--- src/rtl/hcbd_pkg.sv ---
package hcbd_pkg;

	// Characters that frame a size line.
	localparam logic [7:0] CH_CR    = 8'h0D;
	localparam logic [7:0] CH_LF    = 8'h0A;
	localparam logic [7:0] CH_SPACE = 8'h20;
	localparam logic [7:0] CH_HT    = 8'h09;
	localparam logic [7:0] CH_PLUS  = 8'h2B;
	localparam logic [7:0] CH_MINUS = 8'h2D;
	localparam logic [7:0] CH_X_LO  = 8'h78;
	localparam logic [7:0] CH_X_UP  = 8'h58;

	// Bytes skipped after the data of a chunk.
	localparam logic [1:0] TRAILER_LEN = 2'd2;

	// Queue between the classifier and the decoder.
	localparam int QUEUE_DEPTH = 4;
	localparam int QPTR_W      = $clog2(QUEUE_DEPTH);
	localparam int QCNT_W      = $clog2(QUEUE_DEPTH + 1);

	// Decoder phase. Every phase up to PH_IGNORE lies inside a size line.
	typedef enum logic [3:0] {
		PH_LINE_START = 4'd0,
		PH_WS         = 4'd1,
		PH_SIGN       = 4'd2,
		PH_ZERO       = 4'd3,
		PH_DIGITS     = 4'd4,
		PH_IGNORE     = 4'd5,
		PH_DATA       = 4'd6,
		PH_SKIP       = 4'd7,
		PH_END        = 4'd8
	} phase_t;

	// End-of-body status.
	typedef enum logic [1:0] {
		ST_OK      = 2'd0,
		ST_IN_LINE = 2'd1,
		ST_IN_DATA = 2'd2
	} status_t;

	// A classified body byte as it travels through the queue.
	typedef struct packed {
		logic [7:0] data;
		logic       last;
		logic       hex_ok;
		logic [3:0] hex_val;
		logic       is_space;
		logic       is_plus;
		logic       is_minus;
		logic       is_x;
		logic       is_cr;
		logic       is_lf;
	} q_entry_t;

endpackage

--- src/rtl/hcbd_in_if.sv ---
interface hcbd_in_if;
	logic       valid;
	logic       ready;
	logic [7:0] in_byte;
	logic       in_last;

	modport source (output valid, output in_byte, output in_last, input ready);
	modport sink (input valid, input in_byte, input in_last, output ready);
endinterface

--- src/rtl/hcbd_out_if.sv ---
interface hcbd_out_if;
	logic       valid;
	logic       ready;
	logic [7:0] out_byte;
	logic       out_valid;
	logic       done_res;
	logic [1:0] status;

	modport source (output valid, output out_byte, output out_valid, output done_res,
		output status, input ready);
	modport sink (input valid, input out_byte, input out_valid, input done_res,
		input status, output ready);
endinterface

--- src/rtl/hcbd_front.sv ---
module hcbd_front
	import hcbd_pkg::*;
(
	hcbd_in_if.sink          body,
	input  logic [QCNT_W-1:0] q_count,
	output logic             q_push,
	output q_entry_t         q_wdata
);

	// Sort one byte into the character classes the size-line parser needs.
	function automatic q_entry_t classify(input logic [7:0] c, input logic last);
		q_entry_t e;
		e.data     = c;
		e.last     = last;
		e.hex_ok   = 1'b1;
		e.hex_val  = 4'd0;
		if (c >= 8'h30 && c <= 8'h39) begin
			e.hex_val = 4'(c - 8'h30);
		end else if (c >= 8'h61 && c <= 8'h66) begin
			e.hex_val = 4'(c - 8'h57);
		end else if (c >= 8'h41 && c <= 8'h46) begin
			e.hex_val = 4'(c - 8'h37);
		end else begin
			e.hex_ok = 1'b0;
		end
		e.is_space = (c == CH_SPACE) || (c >= CH_HT && c <= CH_CR);
		e.is_plus  = (c == CH_PLUS);
		e.is_minus = (c == CH_MINUS);
		e.is_x     = (c == CH_X_LO) || (c == CH_X_UP);
		e.is_cr    = (c == CH_CR);
		e.is_lf    = (c == CH_LF);
		return e;
	endfunction

	// Accept a transaction whenever the queue has room.
	assign body.ready = (q_count != QCNT_W'(QUEUE_DEPTH));
	assign q_push     = body.valid && body.ready;
	assign q_wdata    = classify(body.in_byte, body.in_last);

endmodule

--- src/rtl/hcbd_queue.sv ---
module hcbd_queue
	import hcbd_pkg::*;
(
	input  logic              clk,
	input  logic              arst_n,
	input  logic              push,
	input  q_entry_t          wdata,
	input  logic              pop,
	output logic              rvalid,
	output q_entry_t          rdata,
	output logic [QCNT_W-1:0] count
);

	q_entry_t          slots_q [QUEUE_DEPTH];
	logic [QPTR_W-1:0] wr_ptr_q;
	logic [QPTR_W-1:0] rd_ptr_q;
	logic [QCNT_W-1:0] count_q;
	logic              do_pop;

	assign do_pop = pop && (count_q != '0);
	assign rvalid = (count_q != '0);
	assign rdata  = slots_q[rd_ptr_q];
	assign count  = count_q;

	// Entry storage.
	always_ff @(posedge clk) begin
		if (push) begin
			slots_q[wr_ptr_q] <= wdata;
		end
	end

	// Pointers and fill level.
	always_ff @(posedge clk or negedge arst_n) begin
		if (!arst_n) begin
			wr_ptr_q <= '0;
			rd_ptr_q <= '0;
			count_q  <= '0;
		end else begin
			if (push) begin
				wr_ptr_q <= wr_ptr_q + QPTR_W'(1);
			end
			if (do_pop) begin
				rd_ptr_q <= rd_ptr_q + QPTR_W'(1);
			end
			if (push && !do_pop) begin
				count_q <= count_q + QCNT_W'(1);
			end else if (do_pop && !push) begin
				count_q <= count_q - QCNT_W'(1);
			end
		end
	end

endmodule

--- src/rtl/hcbd_back.sv ---
module hcbd_back
	import hcbd_pkg::*;
#(
	parameter int SIZE_BITS = 32
)
(
	input  logic       clk,
	input  logic       arst_n,
	input  logic       q_valid,
	input  q_entry_t   q_entry,
	output logic       q_pop,
	hcbd_out_if.source result
);

	phase_t               phase_q, phase_u, p_cr;
	logic [SIZE_BITS-1:0] acc_q, acc_u, acc_next;
	logic                 neg_q, neg_u;
	logic                 cr_q, cr_u;
	logic [1:0]           skip_q, skip_u;
	logic                 take;
	logic                 emit;
	status_t              st;

	logic                 res_valid_q;
	logic [7:0]           res_byte_q;
	logic                 res_emit_q;
	logic                 res_done_q;
	status_t              res_status_q;

	// Pull a transaction when the output register is free or being drained.
	assign take  = q_valid && (!res_valid_q || result.ready);
	assign q_pop = take;

	// Saturating acc * 16 + digit: overflow exactly when the top nibble is set.
	assign acc_next = (|acc_q[SIZE_BITS-1 -: 4]) ? '1 : {acc_q[SIZE_BITS-5:0], q_entry.hex_val};

	// A held CR that turns out not to end the line is a parser character too.
	always_comb begin
		case (phase_q)
			PH_LINE_START, PH_WS: p_cr = PH_WS;
			default:              p_cr = PH_IGNORE;
		endcase
	end

	// Next state for one byte, before the end-of-body restart.
	always_comb begin
		phase_u = phase_q;
		acc_u   = acc_q;
		neg_u   = neg_q;
		cr_u    = cr_q;
		skip_u  = skip_q;
		if (phase_q <= PH_IGNORE) begin
			if (cr_q && q_entry.is_lf) begin
				cr_u    = 1'b0;
				phase_u = (neg_q || acc_q == '0) ? PH_END : PH_DATA;
			end else begin
				phase_u = cr_q ? p_cr : phase_q;
				cr_u    = q_entry.is_cr;
				if (!q_entry.is_cr) begin
					case (phase_u)
						PH_LINE_START, PH_WS: begin
							if (q_entry.is_space) begin
								phase_u = PH_WS;
							end else if (q_entry.is_plus || q_entry.is_minus) begin
								neg_u   = q_entry.is_minus;
								phase_u = PH_SIGN;
							end else if (q_entry.hex_ok && q_entry.hex_val == 4'd0) begin
								phase_u = PH_ZERO;
							end else if (q_entry.hex_ok) begin
								acc_u   = acc_next;
								phase_u = PH_DIGITS;
							end else begin
								phase_u = PH_IGNORE;
							end
						end
						PH_SIGN: begin
							if (q_entry.hex_ok && q_entry.hex_val == 4'd0) begin
								phase_u = PH_ZERO;
							end else if (q_entry.hex_ok) begin
								acc_u   = acc_next;
								phase_u = PH_DIGITS;
							end else begin
								phase_u = PH_IGNORE;
							end
						end
						PH_ZERO: begin
							if (q_entry.is_x) begin
								phase_u = PH_DIGITS;
							end else if (q_entry.hex_ok) begin
								acc_u   = acc_next;
								phase_u = PH_DIGITS;
							end else begin
								phase_u = PH_IGNORE;
							end
						end
						PH_DIGITS: begin
							if (q_entry.hex_ok) begin
								acc_u   = acc_next;
								phase_u = PH_DIGITS;
							end else begin
								phase_u = PH_IGNORE;
							end
						end
						default: begin
							phase_u = PH_IGNORE;
						end
					endcase
				end
			end
		end else if (phase_q == PH_DATA) begin
			// The count is nonzero whenever data is entered.
			acc_u = acc_q - SIZE_BITS'(1);
			if (acc_u == '0) begin
				phase_u = PH_SKIP;
				skip_u  = TRAILER_LEN;
			end
		end else if (phase_q == PH_SKIP) begin
			if (skip_q != 2'd0) begin
				skip_u = skip_q - 2'd1;
			end
			if (skip_u == 2'd0) begin
				phase_u = PH_LINE_START;
				acc_u   = '0;
				neg_u   = 1'b0;
				cr_u    = 1'b0;
			end
		end else begin
			phase_u = PH_END;
		end
	end

	// Result of the byte: payload flag and end-of-body status.
	always_comb begin
		emit = (phase_q == PH_DATA);
		st   = ST_OK;
		if (q_entry.last) begin
			if (phase_u <= PH_IGNORE) begin
				st = (phase_u != PH_LINE_START || cr_u) ? ST_IN_LINE : ST_OK;
			end else if (phase_u == PH_DATA) begin
				st = ST_IN_DATA;
			end else begin
				st = ST_OK;
			end
		end
	end

	// Decoder state; the byte marked last restarts at a fresh size line.
	always_ff @(posedge clk or negedge arst_n) begin
		if (!arst_n) begin
			phase_q <= PH_LINE_START;
			acc_q   <= '0;
			neg_q   <= 1'b0;
			cr_q    <= 1'b0;
			skip_q  <= 2'd0;
		end else if (take) begin
			if (q_entry.last) begin
				phase_q <= PH_LINE_START;
				acc_q   <= '0;
				neg_q   <= 1'b0;
				cr_q    <= 1'b0;
				skip_q  <= 2'd0;
			end else begin
				phase_q <= phase_u;
				acc_q   <= acc_u;
				neg_q   <= neg_u;
				cr_q    <= cr_u;
				skip_q  <= skip_u;
			end
		end
	end

	// Output register valid.
	always_ff @(posedge clk or negedge arst_n) begin
		if (!arst_n) begin
			res_valid_q <= 1'b0;
		end else if (take) begin
			res_valid_q <= emit || q_entry.last;
		end else if (result.ready) begin
			res_valid_q <= 1'b0;
		end
	end

	// Output register payload.
	always_ff @(posedge clk) begin
		if (take) begin
			res_byte_q   <= emit ? q_entry.data : 8'd0;
			res_emit_q   <= emit;
			res_done_q   <= q_entry.last;
			res_status_q <= st;
		end
	end

	assign result.valid     = res_valid_q;
	assign result.out_byte  = res_byte_q;
	assign result.out_valid = res_emit_q;
	assign result.done_res  = res_done_q;
	assign result.status    = res_status_q;

endmodule

--- src/rtl/http_chunked_body_decoder_core.sv ---
// A byte accepted on the input is written into the queue, then decoded into the output
// register. Throughput: one byte per cycle unless the output stalls; the decoder
// state loop updates once per byte.
// A four-entry queue lets the input side accept up to four bytes while the output stalls.
// Reset (arst_n low, asynchronous): queue empty, no result pending, decoder at
// the start of a size line with a zero count.
module http_chunked_body_decoder_core
	import hcbd_pkg::*;
#(
	parameter int SIZE_BITS = 32
)
(
	input  logic       clk,
	input  logic       arst_n,
	hcbd_in_if.sink    body,
	hcbd_out_if.source result
);

	logic              q_push;
	logic              q_pop;
	logic              q_valid;
	q_entry_t          q_wdata;
	q_entry_t          q_rdata;
	logic [QCNT_W-1:0] q_count;

	// Byte classification and input handshake.
	hcbd_front u_front (
		.body    (body),
		.q_count (q_count),
		.q_push  (q_push),
		.q_wdata (q_wdata)
	);

	// Queue between classifier and decoder.
	hcbd_queue u_queue (
		.clk    (clk),
		.arst_n (arst_n),
		.push   (q_push),
		.wdata  (q_wdata),
		.pop    (q_pop),
		.rvalid (q_valid),
		.rdata  (q_rdata),
		.count  (q_count)
	);

	// Chunk decoder and output register.
	hcbd_back #(
		.SIZE_BITS (SIZE_BITS)
	) u_back (
		.clk     (clk),
		.arst_n  (arst_n),
		.q_valid (q_valid),
		.q_entry (q_rdata),
		.q_pop   (q_pop),
		.result  (result)
	);

	// A push without a pop grows the queue by exactly one entry.
	a_queue_grow: assert property (@(posedge clk) disable iff (!arst_n)
		q_push && !(q_pop && q_valid) |=> q_count == $past(q_count) + QCNT_W'(1))
		else $error("queue level did not grow on push");

	// Every result carries either a payload byte or the end of the body.
	a_result_kind: assert property (@(posedge clk) disable iff (!arst_n)
		result.valid |-> (result.out_valid || result.done_res))
		else $error("result with neither payload nor end of body");

	// A status other than ok is reported only on the end of the body.
	a_status_done: assert property (@(posedge clk) disable iff (!arst_n)
		result.valid && !result.done_res |-> result.status == ST_OK)
		else $error("status reported before end of body");

endmodule

--- src/flat_wrapper.sv ---
// flat-port wrapper written by rule: the top's interface ports become plain ports
module http_chunked_body_decoder_core_flat import hcbd_pkg::*;
#(
	parameter int SIZE_BITS = 32
)
  (clk, arst_n, body_valid, body_in_byte, body_in_last, body_ready, result_valid, result_out_byte, result_out_valid, result_done_res, result_status, result_ready);
  hcbd_in_if body_i ();
  hcbd_out_if result_i ();
  input  logic clk;
  input  logic arst_n;
  input wire logic [$bits(body_i.valid)-1:0] body_valid;
  input wire logic [$bits(body_i.in_byte)-1:0] body_in_byte;
  input wire logic [$bits(body_i.in_last)-1:0] body_in_last;
  output wire logic [$bits(body_i.ready)-1:0] body_ready;
  output wire logic [$bits(result_i.valid)-1:0] result_valid;
  output wire logic [$bits(result_i.out_byte)-1:0] result_out_byte;
  output wire logic [$bits(result_i.out_valid)-1:0] result_out_valid;
  output wire logic [$bits(result_i.done_res)-1:0] result_done_res;
  output wire logic [$bits(result_i.status)-1:0] result_status;
  input wire logic [$bits(result_i.ready)-1:0] result_ready;
  assign body_i.valid = body_valid;
  assign body_i.in_byte = body_in_byte;
  assign body_i.in_last = body_in_last;
  assign body_ready = body_i.ready;
  assign result_valid = result_i.valid;
  assign result_out_byte = result_i.out_byte;
  assign result_out_valid = result_i.out_valid;
  assign result_done_res = result_i.done_res;
  assign result_status = result_i.status;
  assign result_i.ready = result_ready;
  http_chunked_body_decoder_core #(.SIZE_BITS(SIZE_BITS)) u_core (.clk(clk), .arst_n(arst_n), .body(body_i), .result(result_i));
endmodule
--- config.mk ---
export PLATFORM = sky130hd
export DESIGN_NAME = http_chunked_body_decoder_core_flat
export DESIGN_NICKNAME = d
export VERILOG_FILES = /design/src/rtl/hcbd_pkg.sv /design/src/rtl/hcbd_in_if.sv /design/src/rtl/hcbd_out_if.sv /design/src/rtl/hcbd_front.sv /design/src/rtl/hcbd_queue.sv /design/src/rtl/hcbd_back.sv /design/src/rtl/http_chunked_body_decoder_core.sv /design/src/flat_wrapper.sv
export SDC_FILE = /design/constraint.sdc
export NUM_CORES = 1
export LEC_CHECK = 0
export ABC_AREA = 1
export BUFFER_PORTS_ARGS = -buffer_cell sky130_fd_sc_hd__buf_2
export CORE_MARGIN = 3
export CORE_UTILIZATION = 35
export CTS_CLUSTER_SIZE = 25
export DETAILED_ROUTE_END_ITERATION = 12
export PLACE_DENSITY = 0.48
export SLEW_MARGIN = 20
export SYNTH_ARGS = -nofsm -noshare
export SYNTH_HDL_FRONTEND = slang
export SYNTH_SLANG_ARGS = --single-unit
--- constraint.sdc ---
create_clock -name clk -period 4 [get_ports clk]
set_clock_uncertainty 0.1 [all_clocks]
set_input_delay 0.4 -clock clk [delete_from_list [all_inputs] [get_ports clk]]
set_output_delay 0.4 -clock clk [all_outputs]
set_load 0.02 [all_outputs]
== After elaboration in Yosys (flattened, before gate mapping) ==
Memories as Yosys holds them, arrays and structs flattened.
Index checks and enable logic that the tools add are counted.

* RAM bits: 80
* Flip-flop bits (word level): 60
* Word-level logic and storage cells: 175
* Memories: 1
* Input bits: 13

* Reductions and logical operators: 43
* Add/subtract/negate cells: 9
* Equality and inequality tests: 28
* Magnitude comparators: 10
* Mux-type cells: 71

{| class="wikitable"
|+ Memory list
! memory !! words !! bits a word !! rd ports !! clocked after memory_dff !! wr ports !! RTL line !! source
|-
| u_core.u_queue.slots_q || 4 || 20 || 1 || 0 || 1 || hcbd_queue.sv:14 || <nowiki>q_entry_t slots_q [QUEUE_DEPTH];</nowiki>
|}

{| class="wikitable"
|+ Operator list
! operator !! number
|-
| $mux 32 || 13
|-
| $pmux 32 s4 || 1
|-
| $logic_not 32->1 || 2
|-
| $mux 4 || 14
|-
| $sub 32x1->32 const B || 1
|-
| $mux 1 || 25
|-
| $eq 8x6->1 const B || 3
|-
| $mux 2 || 11
|-
| $mux 3 || 6
|-
| $reduce_and 9->1 || 2
|-
| $eq 4x3->1 const B || 4
|-
| $eq 8x4->1 const B || 2
|-
| $eq 8x7->1 const B || 2
|-
| $ge 8x7->1 const B || 2
|-
| $le 8x7->1 const B || 2
|-
| $pmux 4 s4 || 1
|-
| $logic_not 4->1 || 3
|-
| $ne 3x2->1 const B || 4
|-
| $ne 3x3->1 const B || 4
|-
| $ne 4x4->1 const B || 3
|-
| $reduce_bool 3->1 || 4
|-
| $reduce_bool 4->1 || 3
|-
| $logic_and 1x1->1 || 11
|-
| $eq 4x1->1 const B || 2
|-
| other kinds (21) || 36
|}

== Logic depth before layout (Yosys ltp) ==
* Word-level depth: 14
* Depth in mapped cells: 18
* Mapped depth without buffers: 17

== Cells and area by module ==
From an unflattened synthesis, not the netlist that was laid out.

* Cells, all modules: 958
* Area total of the unflattened synthesis: 8104.0 µm²

{| class="wikitable"
|+ By module, submodules not included
! module !! area an instance (µm²) !! instances !! seq. area each (µm²) !! cells an instance
|-
| hcbd_back || 4090.2 || 1 || 1386.3 || 609
|-
| hcbd_queue || 3641.0 || 1 || 2577.5 || 287
|-
| hcbd_front || 372.9 || 1 || 0.0 || 62
|}

== Worst setup path before layout ==
OpenSTA, ideal clock, no wires.

* Path kind: reg-to-reg
* Start: register u_core.u_back.res_valid_q, in the netlist u_core.u_back.result.valid
* End: register u_core.u_queue.count_q[1], in the netlist u_core.u_queue.count[1]
* Required time: 3.777 ns
* Data arrival time: 2.285 ns
* Setup slack: 1.492 ns
* Cell stages (with the launch flop): 10
* Cells stage by stage: dfrtp_1 inv_1 nor2_1 a31oi_2 inv_1 ha_1 inv_1 fa_1 nor2_1 a21oi_1

* Cells in the longest elaborated chain, start to end: 7
* Elaborated cells on any way between the ends: 9

{| class="wikitable"
|+ Ends and longest elaborated chain
! item !! RTL line !! source
|-
| start, declared || hcbd_back.sv:24 || <nowiki>logic res_valid_q;</nowiki>
|-
| start signal, assigned || hcbd_back.sv:177 || <nowiki>res_valid_q <= emit || q_entry.last;</nowiki>
|-
| $logic_not 1->1 * || hcbd_back.sv:31 || <nowiki>assign take = q_valid && (!res_valid_q || result.ready);</nowiki>
|-
| $logic_or 1x1->1 * || hcbd_back.sv:31 ||
|-
| $logic_and 1x1->1 * || hcbd_back.sv:31 ||
|-
| named net u_core.q_pop || http_chunked_body_decoder_core.sv:20 || <nowiki>logic q_pop;</nowiki>
|-
| $logic_and 1x1->1 * || hcbd_queue.sv:20 || <nowiki>assign do_pop = pop && (count_q != '0);</nowiki>
|-
| $logic_not 1->1 || hcbd_queue.sv:45 || <nowiki>if (push && !do_pop) begin</nowiki>
|-
| $logic_and 1x1->1 || hcbd_queue.sv:45 ||
|-
| $mux 3 or $reduce_bool 2->1 (tied branches) || - ||
|-
| end signal, assigned || hcbd_queue.sv:46 || <nowiki>count_q <= count_q + QCNT_W'(1);</nowiki>
|-
| end signal, assigned || hcbd_queue.sv:48 || <nowiki>count_q <= count_q - QCNT_W'(1);</nowiki>
|-
| end, declared || hcbd_queue.sv:17 || <nowiki>logic [QCNT_W-1:0] count_q;</nowiki>
|}

Mark *: on every way through the listed nets, which the timed path passes. The rest lies on a longest branch.
A chain may end at the register's enable or synchronous reset.

== Final worst setup path ==
* Start: register u_core.u_back.acc_q[0]
* End: register u_core.u_back.res_status_q[1], in the netlist u_core.u_back.result.status[1], data pin

* Cells in the longest elaborated chain, start to end: 8
* Elaborated cells on any way between the ends: 13

{| class="wikitable"
|+ Ends and longest elaborated chain
! item !! RTL line !! source
|-
| start, declared || hcbd_back.sv:16 || <nowiki>logic [SIZE_BITS-1:0] acc_q, acc_u, acc_next;</nowiki>
|-
| start signal, assigned || hcbd_back.sv:164 || <nowiki>acc_q <= acc_u;</nowiki>
|-
| $sub 32x1->32 or $logic_not 32->1 (tied branches) || hcbd_back.sv:112, hcbd_back.sv:55 ||
|-
| $logic_not 32->1 or $logic_or 1x1->1 (tied branches) || hcbd_back.sv:113, hcbd_back.sv:55 ||
|-
| $mux 4 (on tied branches) || hcbd_back.sv:113, hcbd_back.sv:55 ||
|-
| $mux 4 (on tied branches) || hcbd_back.sv:110, hcbd_back.sv:53 ||
|-
| $mux 4 * || hcbd_back.sv:52 || <nowiki>if (phase_q <= PH_IGNORE) begin</nowiki>
|-
| parallel branches: the longest is 2 deep, another holds $le 4x3->1 || - ||
|-
| $mux 2 * || hcbd_back.sv:137 || <nowiki>if (phase_u <= PH_IGNORE) begin</nowiki>
|-
| end signal, assigned || hcbd_back.sv:189 || <nowiki>res_status_q <= st;</nowiki>
|-
| end, declared || hcbd_back.sv:28 || <nowiki>status_t res_status_q;</nowiki>
|}

Every way passes the cells marked *.

==> summary.md <==
| Metric | Value |
|---|---|
| Status | `finished, final reports clean` |
| Synthesized flop and latch total | `between 100 and 150` |
| Finish-stage setup viols | `0` |
| CTS Buf Count | `17` |
| H-tree depth | `4` |
| GRT Total Usage | `~17%` |
| CTS clk-pin slew, worst paths | `roughly 70 ps` |
| TritonCTS clock tree | `yes` |
| Crit path largest cell delay | `450 ps` |
| Fill cells | `approximately 2200` |
| Synthesized area per cell | `~8.3 µm²` |
| RSZ-0062 raised after global routing | `no` |
| Most common cell after layout, fill and taps aside | `nand2_1` |
| CP delay by family, top | `simple AND/OR/NAND/NOR gates` |
| Synth area leader | `edfxtp_1` |
| Power density of the placed cells | `852 mW/mm²` |
| Pin count of the biggest net entering global routing | `43` |
| Hold Vio Cnt, Final | `0` |
| CP bufs+invs | `1` |
| Synth-to-Final Area Change | `13.0%` |
| Required time of the critical path | `just over 4000 ps` |
| Core area | `between 0.02 and 0.025 mm²` |
| Worst hold path class | `in -> reg` |
| Leakage power | `roughly 3.7 nW` |
| Syn nets | `just under 1000` |
| Most frequent cells in the layout | `222 x nand2_1, 162 x nor2_1, 92 x edfxtp_1, 91 x inv_1, 90 x o21ai_0` |
| Yosys cell types | `40` |
| Dominant cells by area after synthesis | `edfxtp_1 35%, dfrtp_1 15%, nand2_1 11%, nor2_1 8.0%, o21ai_0 5.8%` |
| Row cnt | `53` |
| Synth top area share | `35.5%` |
| Worst Tran Pin Value | `between 500 and 600 ps` |
| Die Ht | `~160 µm` |
| PostCTS Resize Cnt | `0` |
| Drt total wl | `about 20000 µm` |
| # DRC | `0` |
| Max rail drop VDD | `523 µV` |
| Startpoint types | `flop` |
| DR iter-0 viols | `413` |
| Final HPWL DP | `roughly 13000 µm` |
| N_diodes | `0` |
| Root Driver | `clkbuf_16` |
| FMAX | `approximately 0.34 GHz` |
| WL/cell | `approximately 16 µm` |
| Crit end category | `flop` |
| Final setup TNS | `0 ps` |
| Setup CP Type | `reg -> reg` |
| Total Power | `approximately 7.5 mW` |
| Crit path time final | `2930 ps` |
| First-pass GRT wire length | `between 30000 and 40000 µm` |
| Crit-path cells | `inv_1 > ha_1 > nand3_1 > nor2_2 > nand2_1 > o21ai_0 > nand2_1 > nor2_1 > nand2_1 > nor2_1 > nand3_1 > nand3_1 > nor2_1` |
| Post-CTS Setup Bufs | `0` |
| DR vias | `~6100` |
| Chip width | `between 150 and 200 µm` |
| Max Slew Vio Count | `0` |
| Vias in the first global route | `6043` |
| Vias/cell | `about 4.9` |
| Layout cells sized above 1 | `roughly 14%` |
| RD Place Congestion | `approximately 0.88` |
| Hold slack | `around 100 ps` |
| Post-synth EDFFs | `92` |
| Post-synth ARST share | `34.3%` |
| Post-synth top flop | `edfxtp_1` |
| Sink Count | `between 100 and 150` |
| Gate Count Post-Synth | `936` |
| Starting density of the core | `36.4%` |
| Clock buffer depth | `2` |
| Crit path arrival time | `~3000 ps` |
| I/O pins | `27` |
| Die area | `around 0.024 mm²` |
| Post-layout nets | `990` |
| Mapped Area | `between 0.007 and 0.008 mm²` |
| Drt pass-1 iters | `5` |
| Initial antenna violation count | `0` |
| Final ANT Viol Nets | `0` |
| Count of input and output buffers | `26` |
| Max-slew headroom | `a little over three fifths` |
| Total number of yosys warnings | `0` |
| Reg-to-reg slack, setup | `1070 ps` |
| MaxCap Viol Count | `0` |
| Critical-path top delay cell | `nor2_2` |
| Latest clock arrival within the worst-skew pair | `around 430 ps` |
| CP max FO | `12` |
| Tcrit/Tclk final | `roughly three quarters` |
| Sequential area share after synthesis | `between 50% and 60%` |
| Grt ovf | `0` |
worst reg2reg max path: stages (launching register included):
cell and delay (ps):
dfrtp_1 410, inv_1 150, ha_1 220, nand3_1 180
nor2_2 450, nand2_1 210, o21ai_0 240, nand2_1 100
nor2_1 110, nand2_1 80, nor2_1 150, nand3_1 110
nand3_1 130, nor2_1 60
sequential cells by signal, indices dropped and copies added (netlist names):
register,cells
u_core.u_queue.slots_q,80
u_core.u_back.acc_q,32
u_core.u_back.result.out_byte,8
u_core.u_back.phase_q,4
u_core.u_queue.count,3
u_core.u_back.result.status,2
u_core.u_back.skip_q,2
u_core.u_queue.rd_ptr_q,2
u_core.u_queue.wr_ptr_q,2
u_core.u_back.cr_q,1
u_core.u_back.neg_q,1
u_core.u_back.result.done_res,1
u_core.u_back.result.out_valid,1
u_core.u_back.result.valid,1
path summary, 6_finish.rpt:
kind	startpoint	to	cells after the start
setup / recovery	u_core.u_back.acc_q[0]	u_core.u_back.result.status[1]	13
hold / removal	body_in_last	u_core.u_queue.slots_q[2][11]	1
setup reg to reg	u_core.u_back.acc_q[0]	u_core.u_back.result.status[1]	13
hold reg to reg	u_core.u_back.neg_q	u_core.u_back.neg_q	2
max in group asynchronous	arst_n	u_core.u_queue.rd_ptr_q[0]	3
min in group asynchronous	arst_n	u_core.u_back.acc_q[7]	2
Yosys cell counts, drive strengths merged, types with 3 or more instances:
cell type,number
nor3,9
nor2,182
o22a,3
nand3,46
o21ai,96
nand2,225
inv,98
o22ai,7
xor2,7
ha,12
nand4,10
buf,21
a21oi,51
dfrtp,48
clkbuf,9
edfxtp,92
timing repair:
item	in CTS	in global routing
endpoints found under the setup margin	0	0
hold endpoints to repair	15	0
hold buffers	1	0
metrics by stage:
step | setup WS, ps | cells | area [µm²] | util [%]
after global routing | 730 | 1252 | 8800 | 41.1
after floorplan | 1490 | 936 | 7790 | -
after detailed placement | 1100 | 1219 | 8170 | 38.1
after CTS | 1090 | 1252 | 8800 | 41.1
after global placement | 1100 | 1219 | 8170 | 38.1
final | 1070 | 1252 | 8800 | 41.1
power by group:
part	internal, mW	switching (mW)	total (mW)	leakage [nW]
Combinational	1.10	2.35	3.45	1.91
Sequential	2.03	0.333	2.37	1.45
Clock	0.959	0.716	1.67	0.308
cells by family (layout without fill, tap and decap cells):
group / count (synthesis) / count (layout) / share of synthesized area [%]
AOI/OAI and AO/OA: 166 / 166 / 13.2
xor gates and xnor gates: 9 / 9 / 1.01
adders and majority gates: 13 / 13 / 2.19
buffers and inverters: 129 / 170 / 7.41
DFF: 140 / 140 / 50.9
and+or+nand+nor: 479 / 479 / 25.3
routing by layer:
layer | share of wire [%] | track usage [%]
met2 | 47 | 27.8
met4 | 0.95 | 4.58
met1 | 49 | 23.7
met5 | 0 | 0
met3 | 3.3 | 3.20
area by class of cell:
cell class | instances | area [µm²] | area share (%)
Clock buffer | 17 | 425 | 4.84
Tap cell | 275 | 344 | 3.91
Timing Repair Buffer | 39 | 243 | 2.76
Clock inverter | 15 | 193 | 2.19
Sequential cell | 140 | 3960 | 45.1
Inverter | 99 | 374 | 4.25
Multi-Input combinational cell | 667 | 3260 | 37.0
Note: power is estimated with default switching activity, not from simulation.
